<file path="config.mk">
export PLATFORM = sky130hd
export DESIGN_NAME = crc8_checked_frame_receiver_unit
export DESIGN_NICKNAME = d
export VERILOG_FILES = /design/src/sv/crc8fr_pkg.sv /design/src/sv/crc8fr_regs.sv /design/src/sv/crc8fr_core.sv /design/src/sv/crc8_checked_frame_receiver_unit.sv
export SDC_FILE = /design/constraint.sdc
export NUM_CORES = 1
export LEC_CHECK = 0
export BUFFER_PORTS_ARGS = -buffer_cell sky130_fd_sc_hd__buf_2
export CAP_MARGIN = 30
export CORE_MARGIN = 3
export CORE_UTILIZATION = 59
export CTS_CLUSTER_SIZE = 40
export DETAILED_ROUTE_END_ITERATION = 8
export PLACE_DENSITY_LB_ADDON = 0.2
export SYNTH_ARGS = -nofsm -noshare
export SYNTH_HDL_FRONTEND = slang
export SYNTH_HIERARCHICAL = 1
export SYNTH_SLANG_ARGS = --single-unit
</file>
<file path="constraint.sdc">
create_clock -name clk -period 22.3 [get_ports clk]
set_input_delay 3.345 -clock clk [delete_from_list [all_inputs] [get_ports clk]]
set_output_delay 3.345 -clock clk [all_outputs]
set_load 0.05 [all_outputs]
</file>
<file path="src/sv/crc8fr_pkg.sv">
// ----------------------------------------------------------------------------
// crc8fr_pkg
// types, codes and the crc-8 byte update for the framed time receiver
// ----------------------------------------------------------------------------
package crc8fr_pkg;

	localparam int unsigned FRAME_LEN   = 10;
	localparam int unsigned STORE_DEPTH = FRAME_LEN - 1;
	localparam int unsigned IDX_W       = 4;
	localparam int unsigned TICK_W      = 20;
	localparam int unsigned CFG_ADDR_W  = 3;
	localparam int unsigned CFG_DATA_W  = 32;
	localparam int unsigned OUT_DATA_W  = 104;

	localparam logic [7:0]        CRC_POLY        = 8'h31;
	localparam logic [7:0]        START_RST       = 8'hfe;
	localparam logic [TICK_W-1:0] TIMEOUT_RST     = TICK_W'(100000);
	localparam logic [7:0]        FRAME_LEN_BYTE  = 8'(FRAME_LEN);
	localparam logic [IDX_W-1:0]  LAST_IDX        = IDX_W'(FRAME_LEN - 1);
	localparam logic [IDX_W-1:0]  STORE_DEPTH_IDX = IDX_W'(STORE_DEPTH);

	// input kind carried on tuser
	localparam logic MODE_BYTE = 1'b0;
	localparam logic MODE_TICK = 1'b1;

	// register index, taken from paddr[2]
	localparam logic REG_START   = 1'b0;
	localparam logic REG_TIMEOUT = 1'b1;

	typedef enum logic [1:0] {
		PH_IDLE,
		PH_LEN,
		PH_CRC,
		PH_DATA
	} phase_t;

	typedef enum logic [2:0] {
		ST_ECHO      = 3'd0,
		ST_GOOD      = 3'd1,
		ST_BAD_START = 3'd2,
		ST_BAD_LEN   = 3'd3,
		ST_TIMEOUT   = 3'd4,
		ST_CRC_ERR   = 3'd5
	} status_t;

	typedef struct packed {
		logic [7:0]        start_byte;
		logic [TICK_W-1:0] timeout_ticks;
	} cfg_t;

	typedef struct packed {
		logic        valid;
		status_t     status;
		logic [7:0]  tx_byte;
		logic [7:0]  received_crc;
		logic [7:0]  computed_crc;
		logic [15:0] year;
		logic [7:0]  month;
		logic [7:0]  day;
		logic [7:0]  weekday;
		logic [7:0]  hour;
		logic [7:0]  minute;
		logic [7:0]  second;
		logic [15:0] millis;
	} res_t;

	// msb-first crc-8, one byte per call
	function automatic logic [7:0] crc8_update(input logic [7:0] crc, input logic [7:0] b);
		logic [7:0] c;
		c = crc ^ b;
		for (int k = 0; k < 8; k++) begin
			if (c[7]) begin
				c = {c[6:0], 1'b0} ^ CRC_POLY;
			end else begin
				c = {c[6:0], 1'b0};
			end
		end
		return c;
	endfunction

endpackage

</file>
<file path="src/sv/crc8fr_regs.sv">
// ----------------------------------------------------------------------------
// crc8fr_regs
// apb register file: start byte and inter-byte timeout
// ----------------------------------------------------------------------------
module crc8fr_regs
	import crc8fr_pkg::*;
(
	input  logic                  clk,
	input  logic                  arst_n,
	input  logic                  psel,
	input  logic                  penable,
	input  logic                  pwrite,
	input  logic [CFG_ADDR_W-1:0] paddr,
	input  logic [CFG_DATA_W-1:0] pwdata,
	output logic [CFG_DATA_W-1:0] prdata,
	output logic                  pready,
	output cfg_t                  cfg
);

	logic [7:0]        start_byte_q;
	logic [TICK_W-1:0] timeout_ticks_q;
	logic              wr_en;
	logic              reg_sel;

	assign pready  = 1'b1;
	assign wr_en   = psel & penable & pwrite & pready;
	assign reg_sel = paddr[2];

	always_ff @(posedge clk or negedge arst_n) begin
		if (!arst_n) begin
			start_byte_q    <= START_RST;
			timeout_ticks_q <= TIMEOUT_RST;
		end else if (wr_en) begin
			case (reg_sel)
				REG_START:   start_byte_q    <= pwdata[7:0];
				REG_TIMEOUT: timeout_ticks_q <= pwdata[TICK_W-1:0];
				default: ;
			endcase
		end
	end

	always_comb begin
		prdata = '0;
		case (reg_sel)
			REG_START:   prdata = CFG_DATA_W'(start_byte_q);
			REG_TIMEOUT: prdata = CFG_DATA_W'(timeout_ticks_q);
			default:     prdata = '0;
		endcase
	end

	assign cfg.start_byte    = start_byte_q;
	assign cfg.timeout_ticks = timeout_ticks_q;

endmodule

</file>
<file path="src/sv/crc8fr_core.sv">
// ----------------------------------------------------------------------------
// crc8fr_core
// frame state machine, running crc, payload store and result decode
// ----------------------------------------------------------------------------
module crc8fr_core
	import crc8fr_pkg::*;
(
	input  logic       clk,
	input  logic       arst_n,
	input  logic       en,
	input  logic       mode,
	input  logic [7:0] rx_byte,
	input  cfg_t       cfg,
	output res_t       res
);

	phase_t            phase_q, phase_d;
	logic [TICK_W-1:0] idle_ticks_q, idle_ticks_d;
	logic [7:0]        expected_crc_q, expected_crc_d;
	logic [7:0]        running_crc_q, running_crc_d;
	logic [IDX_W-1:0]  byte_index_q, byte_index_d;
	logic [7:0]        payload_q [STORE_DEPTH];
	logic              store_we;
	logic [7:0]        crc_nxt;

	assign crc_nxt = crc8_update(running_crc_q, rx_byte);

	always_ff @(posedge clk or negedge arst_n) begin
		if (!arst_n) begin
			phase_q        <= PH_IDLE;
			idle_ticks_q   <= '0;
			expected_crc_q <= '0;
			running_crc_q  <= '0;
			byte_index_q   <= '0;
		end else begin
			phase_q        <= phase_d;
			idle_ticks_q   <= idle_ticks_d;
			expected_crc_q <= expected_crc_d;
			running_crc_q  <= running_crc_d;
			byte_index_q   <= byte_index_d;
		end
	end

	// last payload byte is taken straight from the input, so it is never stored
	always_ff @(posedge clk) begin
		if (store_we && (byte_index_q < STORE_DEPTH_IDX)) begin
			payload_q[byte_index_q] <= rx_byte;
		end
	end

	always_comb begin
		phase_d        = phase_q;
		idle_ticks_d   = idle_ticks_q;
		expected_crc_d = expected_crc_q;
		running_crc_d  = running_crc_q;
		byte_index_d   = byte_index_q;
		store_we       = 1'b0;
		res            = '0;
		if (en) begin
			if (mode == MODE_TICK) begin
				if (phase_q != PH_IDLE) begin
					if (idle_ticks_q >= cfg.timeout_ticks) begin
						phase_d      = PH_IDLE;
						idle_ticks_d = '0;
						res.valid    = 1'b1;
						res.status   = ST_TIMEOUT;
					end else begin
						idle_ticks_d = idle_ticks_q + TICK_W'(1);
					end
				end
			end else begin
				idle_ticks_d = '0;
				case (phase_q)
					PH_IDLE: begin
						res.valid = 1'b1;
						if (rx_byte == cfg.start_byte) begin
							phase_d     = PH_LEN;
							res.status  = ST_ECHO;
							res.tx_byte = cfg.start_byte;
						end else begin
							res.status  = ST_BAD_START;
						end
					end
					PH_LEN: begin
						if (rx_byte == FRAME_LEN_BYTE) begin
							phase_d = PH_CRC;
						end else begin
							phase_d    = PH_IDLE;
							res.valid  = 1'b1;
							res.status = ST_BAD_LEN;
						end
					end
					PH_CRC: begin
						expected_crc_d = rx_byte;
						running_crc_d  = '0;
						byte_index_d   = '0;
						phase_d        = PH_DATA;
					end
					PH_DATA: begin
						store_we      = 1'b1;
						running_crc_d = crc_nxt;
						if (byte_index_q == LAST_IDX) begin
							phase_d          = PH_IDLE;
							byte_index_d     = '0;
							res.valid        = 1'b1;
							res.received_crc = expected_crc_q;
							res.computed_crc = crc_nxt;
							if (crc_nxt != expected_crc_q) begin
								res.status = ST_CRC_ERR;
							end else begin
								res.status  = ST_GOOD;
								res.year    = {payload_q[1], payload_q[0]};
								res.month   = payload_q[2];
								res.day     = payload_q[3];
								res.weekday = payload_q[4];
								res.hour    = payload_q[5];
								res.minute  = payload_q[6];
								res.second  = payload_q[7];
								res.millis  = {rx_byte, payload_q[8]};
							end
						end else begin
							byte_index_d = byte_index_q + IDX_W'(1);
						end
					end
					default: phase_d = PH_IDLE;
				endcase
			end
		end
	end

endmodule

</file>
<file path="src/sv/crc8_checked_frame_receiver_unit.sv">
// an input transfer is registered in stage 1, and its result in the output register
// one byte or tick per cycle unless a result stalls, with combinational crc and decode
// no result from ticks that do not time out, a valid length, the crc or inner payload bytes
// reset: frame logic back to idle, counters and crc cleared, both stream stages empty
// reset: start byte returns to 0xfe and the timeout to 100000 ticks
// ----------------------------------------------------------------------------
// crc8_checked_frame_receiver_unit
// stream wrapper: input register, frame core, output register with apb config
// ----------------------------------------------------------------------------
module crc8_checked_frame_receiver_unit
	import crc8fr_pkg::*;
(
	input  logic                  clk,
	input  logic                  arst_n,
	// input stream
	input  logic                  s_axis_tvalid,
	output logic                  s_axis_tready,
	input  logic [7:0]            s_axis_tdata,  // [7:0] rx_byte
	input  logic                  s_axis_tuser,  // [0] mode
	// result stream
	output logic                  m_axis_tvalid,
	input  logic                  m_axis_tready,
	// [7:0] tx_byte, [15:8] received_crc, [23:16] computed_crc, [39:24] year,
	// [47:40] month, [55:48] day, [63:56] weekday, [71:64] hour,
	// [79:72] minute, [87:80] second, [103:88] millis
	output logic [OUT_DATA_W-1:0] m_axis_tdata,
	output logic [2:0]            m_axis_tuser,  // [2:0] status
	// configuration
	input  logic                  psel,
	input  logic                  penable,
	input  logic                  pwrite,
	input  logic [CFG_ADDR_W-1:0] paddr,
	input  logic [CFG_DATA_W-1:0] pwdata,
	output logic [CFG_DATA_W-1:0] prdata,
	output logic                  pready
);

	cfg_t       cfg;
	res_t       res;
	res_t       res_q;
	logic       vld_s1;
	logic       mode_s1;
	logic [7:0] rx_byte_s1;
	logic       m_vld_q;
	logic       advance;
	logic       in_xfer;

	// stage 1 moves on whenever the output register is free or being drained
	assign advance       = vld_s1 & (~m_vld_q | m_axis_tready);
	assign s_axis_tready = ~vld_s1 | advance;
	assign in_xfer       = s_axis_tvalid & s_axis_tready;

	crc8fr_regs u_regs (
		.clk     (clk),
		.arst_n  (arst_n),
		.psel    (psel),
		.penable (penable),
		.pwrite  (pwrite),
		.paddr   (paddr),
		.pwdata  (pwdata),
		.prdata  (prdata),
		.pready  (pready),
		.cfg     (cfg)
	);

	crc8fr_core u_core (
		.clk     (clk),
		.arst_n  (arst_n),
		.en      (advance),
		.mode    (mode_s1),
		.rx_byte (rx_byte_s1),
		.cfg     (cfg),
		.res     (res)
	);

	always_ff @(posedge clk or negedge arst_n) begin
		if (!arst_n) begin
			vld_s1  <= 1'b0;
			m_vld_q <= 1'b0;
		end else begin
			if (s_axis_tready) begin
				vld_s1 <= s_axis_tvalid;
			end
			if (advance) begin
				m_vld_q <= res.valid;
			end else if (m_axis_tready) begin
				m_vld_q <= 1'b0;
			end
		end
	end

	always_ff @(posedge clk) begin
		if (in_xfer) begin
			mode_s1    <= s_axis_tuser;
			rx_byte_s1 <= s_axis_tdata;
		end
		if (advance && res.valid) begin
			res_q <= res;
		end
	end

	assign m_axis_tvalid = m_vld_q;
	assign m_axis_tuser  = res_q.status;
	assign m_axis_tdata  = {res_q.millis, res_q.second, res_q.minute, res_q.hour,
		res_q.weekday, res_q.day, res_q.month, res_q.year,
		res_q.computed_crc, res_q.received_crc, res_q.tx_byte};

endmodule

</file>
==> results.sh, run 1 <==
export IMPL_fmax_ghz=0.130
export IMPL_p_sw_frac=0.280
export IMPL_cap_viol_max_count=0
export IMPL_r2r_start="u_core/idle_ticks_q[0]"
export IMPL_die_y_microns=142
export IMPL_cts_sinks=260
export IMPL_diodes=0
export IMPL_hold_buffers=0
export IMPL_syn_area_sq_um=11000
export IMPL_cts_buffers=26
export IMPL_path_max_fanout=22
export IMPL_firstDrtPassIters=5
export IMPL_ant_nets=0
export IMPL_fin_setup_tns_ns=0
export IMPL_dieArea_sq_um=20200
export IMPL_globalRouteTotalUtil=0.208
export IMPL_worst_pin_slew_ns=0.927
export IMPL_yosysWarnings=6
export IMPL_hold_depth=1
export IMPL_finalCritPeriodShare=0.345
export IMPL_final_common_cell="edfxtp_1"
export IMPL_portBuffers=165
export IMPL_cts_setup_buffers=0
export IMPL_hold_end="m_axis_tdata[83]"
export IMPL_dp_hpwl_microns=13800
export IMPL_core_sq_um=18100
export IMPL_irDropWorstVdd_uv=71.3
export IMPL_viasPerCell=5.34
export IMPL_grt_setup_unrepaired="false"
export IMPL_layout_drive_gt1_share=0.298
export IMPL_routedWlPerCell_microns=18.0
export IMPL_worstRegToRegCells=12
export IMPL_yosysSeqAreaShare=0.681
export IMPL_stdcell_area_sq_um=12900
export IMPL_critPathLaunchType="input port"
export IMPL_final_max_slew_viol_count=0
export IMPL_comb_power_share=0.199
export IMPL_skew_ns=0.00961
export IMPL_critPathRequiredTime_ns=18.95
export IMPL_cts_tree="done"
export IMPL_cts_resized=0
export IMPL_avgSynthCellArea_sq_um=14.9
export IMPL_seqPwrFrac=0.458
export IMPL_synth_edff_count=188
export IMPL_min_period_ns=7.69
export IMPL_root_buffer="clkbuf_16"
export IMPL_worstSetupPathType="input port to primary output"
export IMPL_outcome="completed"
export IMPL_hold_path_class="flip-flop to flip-flop"
export IMPL_grt_pass1_wl_microns=33400
export IMPL_ys_types=53
export IMPL_routed_wl_microns=21000
export IMPL_ys_seq_elements=260
export IMPL_rows=49
export IMPL_slew_limit_headroom=0.382
export IMPL_start_util=0.606
export IMPL_io_pins=193
export IMPL_end_kind="primary output"
export IMPL_p_clk_frac=0.343
export IMPL_post_route_drc_count=0
export IMPL_grt_start_max_net_pins=81
export IMPL_internal_power_w=0.000956
export IMPL_synth_async_sr_flop_share=0.277
export IMPL_hp_start="u_core/payload_q[7][3]"
export IMPL_r2r_slack_ns=18.34
export IMPL_power_density_nw_per_um2=103
export IMPL_syn_instance_count=737
export IMPL_p_leak_nw=5.36
export IMPL_p_sw_w=0.000372
export IMPL_clock_latency_ns=0.51
export IMPL_mostFrequentLayoutCells="edfxtp_1 (188), buf_2 (165), and2_1 (112), dfrtp_1 (59), nor2_1 (41)"
export IMPL_place_congestion=0.824
export IMPL_fp_dieW_microns=142
export IMPL_clk_pin_slew_ns=0.06
export IMPL_critPathArrivalTime_ns=4.34
export IMPL_first_global_vias=6264
export IMPL_antenna_found_initial=0
export IMPL_area_growth_pct=17.5
export IMPL_cts_buffer_depth=3
export IMPL_vias=6210
export IMPL_reg2reg_to="m_axis_tdata[24]"
export IMPL_nets=987
export IMPL_placed_cell_area_sq_um=11900
export IMPL_ctsHtreeMaxLevel=1
export IMPL_grt_overflow=0
export IMPL_ys_flop_type="edfxtp_1"
export IMPL_finalSetupViolCount=0
export IMPL_hold_violations=0
export IMPL_first_iter_violations=390
kinds of logic (layout without fill, tap and decap cells):
group	after synthesis	after routing	share of synthesized area
DFF	260	260	0.681
and+or+nand+nor	245	245	0.128
buffers and inverters	58	245	0.0313
AOI/OAI and AO/OA	54	54	0.0335
xor gates and xnor gates	53	53	0.0488
muxes	44	44	0.0521
adders and majority gates	21	21	0.0240
other	2	13	0.000686
worst max path at each step:
stage,startpoint,endpoint,cells past startpoint
final,paddr[2],prdata[0],3
after global routing,paddr[2],prdata[0],3
after CTS,paddr[2],prdata[0],3
after detailed placement,paddr[2],prdata[0],3
after global placement,paddr[2],prdata[0],3
after floorplan,m_axis_tready,m_axis_tdata[0],6
registers in the layout (all words and copies together) (netlist names):
| name | cells |
|---|---|
| u_regs/timeout_ticks_q | 20 |
| m_axis_tvalid | 1 |
| u_core/payload_q | 72 |
| u_core/phase_q | 2 |
| u_core/running_crc_q | 8 |
| u_core/idle_ticks_q | 20 |
| u_regs/start_byte_q | 8 |
| vld_s1 | 1 |
| m_axis_tuser | 3 |
| u_core/byte_index_q | 4 |
| u_core/expected_crc_q | 8 |
| rx_byte_s1 | 8 |
| mode_s1 | 1 |
| m_axis_tdata | 104 |
synth_stat cells (all sizes together) (3+ instances only):
master | count | area [sq um]
nor2 | 42 | 174
buf | 24 | 215
mux2 | 44 | 571
a21o | 7 | 52.6
dfrtp | 59 | 1480
xnor3 | 4 | 90.1
nand3 | 8 | 40.0
nand2 | 31 | 116
ha | 21 | 263
and3 | 7 | 43.8
xnor2 | 33 | 304
clkbuf | 11 | 41.3
nand4 | 10 | 68.8
nand2b | 10 | 62.6
inv | 23 | 86.3
edfxtp | 188 | 5650
o2bb2ai | 4 | 35.0
xor2 | 16 | 140
nor3 | 5 | 25.0
a21oi | 5 | 25.0
dfstp | 13 | 342
nor2b | 3 | 18.8
o21ai | 22 | 110
and2 | 112 | 701
or3 | 5 | 31.3
critical path: stages:
cell and delay [ns]:
buf_2 0.34, mux2_2 0.42, buf_2 0.22
power groups by stage:
stage / logic (W) / clock network, W / registers [W]
3_5_place_dp: 0.000261 / 0 / 0.000618
3_3_place_gp: 0.000252 / 0 / 0.000615
4_1_cts: 0.000264 / 0.000464 / 0.000609
6_report: 0.000265 / 0.000455 / 0.000609
2_1_floorplan: 0.000196 / 0 / 0.000624
5_1_grt: 0.000287 / 0.000485 / 0.000615
metrics by stage:
stage	instances	power (W)	hold slack (ns)	setup slack, ns	util
2_1_floorplan	748	0.000820	0.456	12.86	-
3_3_place_gp	1112	0.000866	0.484	14.64	0.658
3_5_place_dp	1112	0.000879	0.497	14.62	0.658
4_1_cts	1160	0.00134	0.508	14.61	0.708
5_1_grt	1164	0.00139	0.521	14.56	0.712
6_report	1164	0.00133	0.508	14.61	0.712
cell type report:
cell class | instances | area (sq um)
Clock buffer | 33 | 708
Clock inverter | 15 | 205
Fill cell | 1210 | 5220
Inverter | 23 | 86.3
Multi-Input combinational cell | 430 | 3190
Sequential cell | 260 | 7460
Tap cell | 229 | 287
Timing Repair Buffer | 174 | 926
layer usage:
metal	vias to the layer above	wire length, microns	global-route usage
li1	2948	-	-
met1	3040	8840	0.284
met2	192	10500	0.356
met3	30	1270	0.0319
met4	0	360	0.0515
met5	-	0	0
(Power assumes the default switching activity.)
==> run 2, diff against run 1 <==
--- a/config.mk
+++ b/config.mk
@@ -5,10 +5,11 @@
 export SDC_FILE = /design/constraint.sdc
 export NUM_CORES = 1
 export LEC_CHECK = 0
+export ABC_AREA = 1
 export BUFFER_PORTS_ARGS = -buffer_cell sky130_fd_sc_hd__buf_2
 export CAP_MARGIN = 30
 export CORE_MARGIN = 3
-export CORE_UTILIZATION = 59
+export CORE_UTILIZATION = 56
 export CTS_CLUSTER_SIZE = 40
 export DETAILED_ROUTE_END_ITERATION = 8
 export PLACE_DENSITY_LB_ADDON = 0.2
==> constraint.sdc (replaced) <==
create_clock -name clk -period 7.2 [get_ports clk]
set_input_delay 1.08 -clock clk [delete_from_list [all_inputs] [get_ports clk]]
set_output_delay 1.08 -clock clk [all_outputs]
set_load 0.05 [all_outputs]
==> run 2 against run 1 <==
  * Combinational power up 86%
  * Via count up 23%
  * Synthesized area rose by 5.0%
  * Non-clock buffer count unchanged
  * Total power grew to 2.7 times the previous value
  * Wire length grew 11%
  * Sequential share of layout area down 2.0 points
  * Clock skew increased by 0.0064 ns
==> results.sh, run 2 <==
export IMPL_end_kind="flip-flop"
export IMPL_cts_sinks=260
export IMPL_cts_setup_buffers=0
export IMPL_largest_register_ffs=104
export IMPL_vias=7626
export IMPL_utilization=0.672
export IMPL_ys_flop_type="edfxtp_1"
export IMPL_core_sq_um=19800
export IMPL_ant_nets=0
export IMPL_ys_types=40
export IMPL_routedWlPerCell_microns=15.2
export IMPL_synth_edff_count=188
export IMPL_r2r_start="u_regs/timeout_ticks_q[15]"
export IMPL_start_util=0.580
export IMPL_cap_viol_max_count=0
export IMPL_viasPerCell=4.99
export IMPL_ys_seq_elements=260
export IMPL_power_density_nw_per_um2=268
export IMPL_layout_drive_gt1_share=0.245
export IMPL_critPathRequiredTime_ns=7.35
export IMPL_hold_path_class="input port to async pin"
export IMPL_worstRegToRegCells=12
export IMPL_holdWs_ns=0.437
export IMPL_met1Wirelength_microns=9910
export IMPL_synthAdderAreaFrac=0.0228
export IMPL_worst_pin_slew_ns=0.928
export IMPL_cts_tree="done"
export IMPL_synth_top_cell_by_area="edfxtp_1"
export IMPL_slew_limit_headroom=0.379
export IMPL_min_period_ns=3.62
export IMPL_dp_cells=1479
export IMPL_critPathArrivalTime_ns=3.76
export IMPL_rows=51
export IMPL_r2r_slack_ns=3.58
export IMPL_portBuffers=165
export IMPL_fp_dieW_microns=149
export IMPL_final_common_cell="nand2_1"
export IMPL_hold_buffers=0
export IMPL_globalRouteTotalUtil=0.206
export IMPL_routed_wl_microns=23200
export IMPL_area_growth_pct=15.9
export IMPL_grt_start_max_net_pins=81
export IMPL_cts_buffer_depth=3
export IMPL_synth_top_family_by_area="simple AND/OR/NAND/NOR gates"
export IMPL_critPathLaunchType="flip-flop"
export IMPL_outcome="completed"
export IMPL_mostFrequentLayoutCells="nand2_1 (303), edfxtp_1 (188), buf_2 (165), inv_1 (94), nor2_1 (88)"
export IMPL_first_iter_violations=518
export IMPL_io_pins=193
export IMPL_yosysWarnings=6
export IMPL_synth_most_common_cell="nand2_1"
export IMPL_dieArea_sq_um=22300
export IMPL_wl_met2_microns=11400
export IMPL_fmax_ghz=0.277
export IMPL_p_leak_nw=5.54
export IMPL_diodes=0
export IMPL_clk_pin_slew_ns=0.06
export IMPL_synth_mux_area_frac=0
export IMPL_worstSetupPathType="flip-flop to flip-flop"
export IMPL_syn_instance_count=1077
export IMPL_avgSynthCellArea_sq_um=10.7
export IMPL_place_congestion=0.879
export IMPL_finalCritPeriodShare=0.502
export IMPL_fillers=1476
export IMPL_synth_async_sr_flop_share=0.277
export IMPL_finalNonFillerCells=1528
export IMPL_nets=1315
export IMPL_synth_compound_area_frac=0.0238
export IMPL_first_global_vias=7015
export IMPL_path_max_fanout=51
export IMPL_grt_overflow=0
export IMPL_ctsHtreeMaxLevel=1
export IMPL_fin_setup_tns_ns=0
export IMPL_antenna_found_initial=1
export IMPL_syn_area_sq_um=11500
export IMPL_grt_setup_unrepaired="false"
export IMPL_root_buffer="clkbuf_16"
export IMPL_synth_xor_area_frac=0.0227
export IMPL_final_max_slew_viol_count=0
export IMPL_finalSetupViolCount=0
export IMPL_cts_buffers=26
export IMPL_hold_violations=0
export IMPL_synthTopCellsByArea="edfxtp_1 (49%), dfrtp_1 (13%), nand2_1 (9.9%)"
export IMPL_yosysSeqAreaShare=0.649
export IMPL_synth_top_area_share=0.491
export IMPL_top_layer_used="met5"
export IMPL_dp_hpwl_microns=15600
export IMPL_synth_top_cells_by_count="nand2_1 (303), edfxtp_1 (188), inv_1 (94), nor2_1 (89)"
export IMPL_clock_latency_ns=0.52
export IMPL_cts_resized=0
export IMPL_post_route_drc_count=0
export IMPL_synthSimpleGateAreaFrac=0.220
export IMPL_firstDrtPassIters=4
export IMPL_skew_ns=0.0160
export IMPL_grt_pass1_wl_microns=36400
export IMPL_irDropWorstVdd_uv=164
export IMPL_reg2reg_to="m_axis_tdata[49]"
export IMPL_die_y_microns=149
export IMPL_wl_met3_microns=1530
-- run 2: cell types whose count changed in the layout (fill, tap and decap cells not counted), moves of 20 or more --
cell     previous run  this run
nand2_1            31       303
and2_1            112         0
inv_1              23        94
nor2_2              0        64
nand3_1             8        64
nor2_1             41        88
mux2_2             24         0
mux2_4             20         0
-- run 2: worst max path at each step --
stage / depth (start not counted) / slack (ns) / to / startpoint
floorplan: 10 / 0.18 / m_axis_tdata[0] / m_axis_tready
global placement: 12 / 3.11 / m_axis_tdata[73] / m_axis_tready
global route: 14 / 3.24 / m_axis_tdata[49] / u_regs/timeout_ticks_q[19]
detailed placement: 12 / 3.07 / m_axis_tdata[76] / m_axis_tready
finish: 12 / 3.58 / m_axis_tdata[49] / u_regs/timeout_ticks_q[15]
CTS: 12 / 3.55 / m_axis_tdata[49] / u_regs/timeout_ticks_q[15]
-- run 2: metal layers --
layer / global-route usage / vias up
met5: 0 / -
met4: 0.0522 / 2
met3: 0.0356 / 28
met2: 0.353 / 237
met1: 0.277 / 3526
li1: - / 3833
-- run 2: per-stage QoR --
step                      setup slack, ns  instance area (sq um)  power [W]
after floorplan                     0.176                  11500    0.00216
after global placement               3.11                  12400    0.00228
after detailed placement             3.07                  12500    0.00229
after CTS                            3.55                  13300    0.00360
after global routing                 3.24                  13300    0.00372
final                                3.58                  13300    0.00358
-- run 2: critical path, cell delays in order (launching register included) --
cell     delay [ns]
dfstp_2        0.55
inv_1          0.05
ha_1           0.31
nand4_1        0.08
nor2_1         0.17
and3_1         0.17
nand2_1        0.06
nand3_1        0.17
nand2_1        0.15
a31oi_1        0.17
inv_1          0.10
nor2_4         0.61
buf_4          0.62
-- run 2: report_power, final --
part	switching [W]	internal, W	leakage [nW]	total, W
logic	0.000366	0.000129	2.53	0.000494
registers	0.0000722	0.00170	2.59	0.00177
clock network	0.000527	0.000788	0.409	0.00131
-- run 2: final cells by class --
cell class / count / area, sq um / area share
Clock inverter: 9 / 88.8 / 0.00666
Timing Repair Buffer: 174 / 933 / 0.0700
Tap cell: 265 / 332 / 0.0249
Multi-Input combinational cell: 680 / 3390 / 0.254
Inverter: 101 / 379 / 0.0284
Sequential cell: 260 / 7460 / 0.560
Clock buffer: 39 / 751 / 0.0563
-- run 2: cell families after synthesis --
kind of cell	count (synthesis)
compound gates	49
xor+xnor	29
fa+ha+maj	21
buf+inv	148
flops	260
other cells	2
simple gates	568
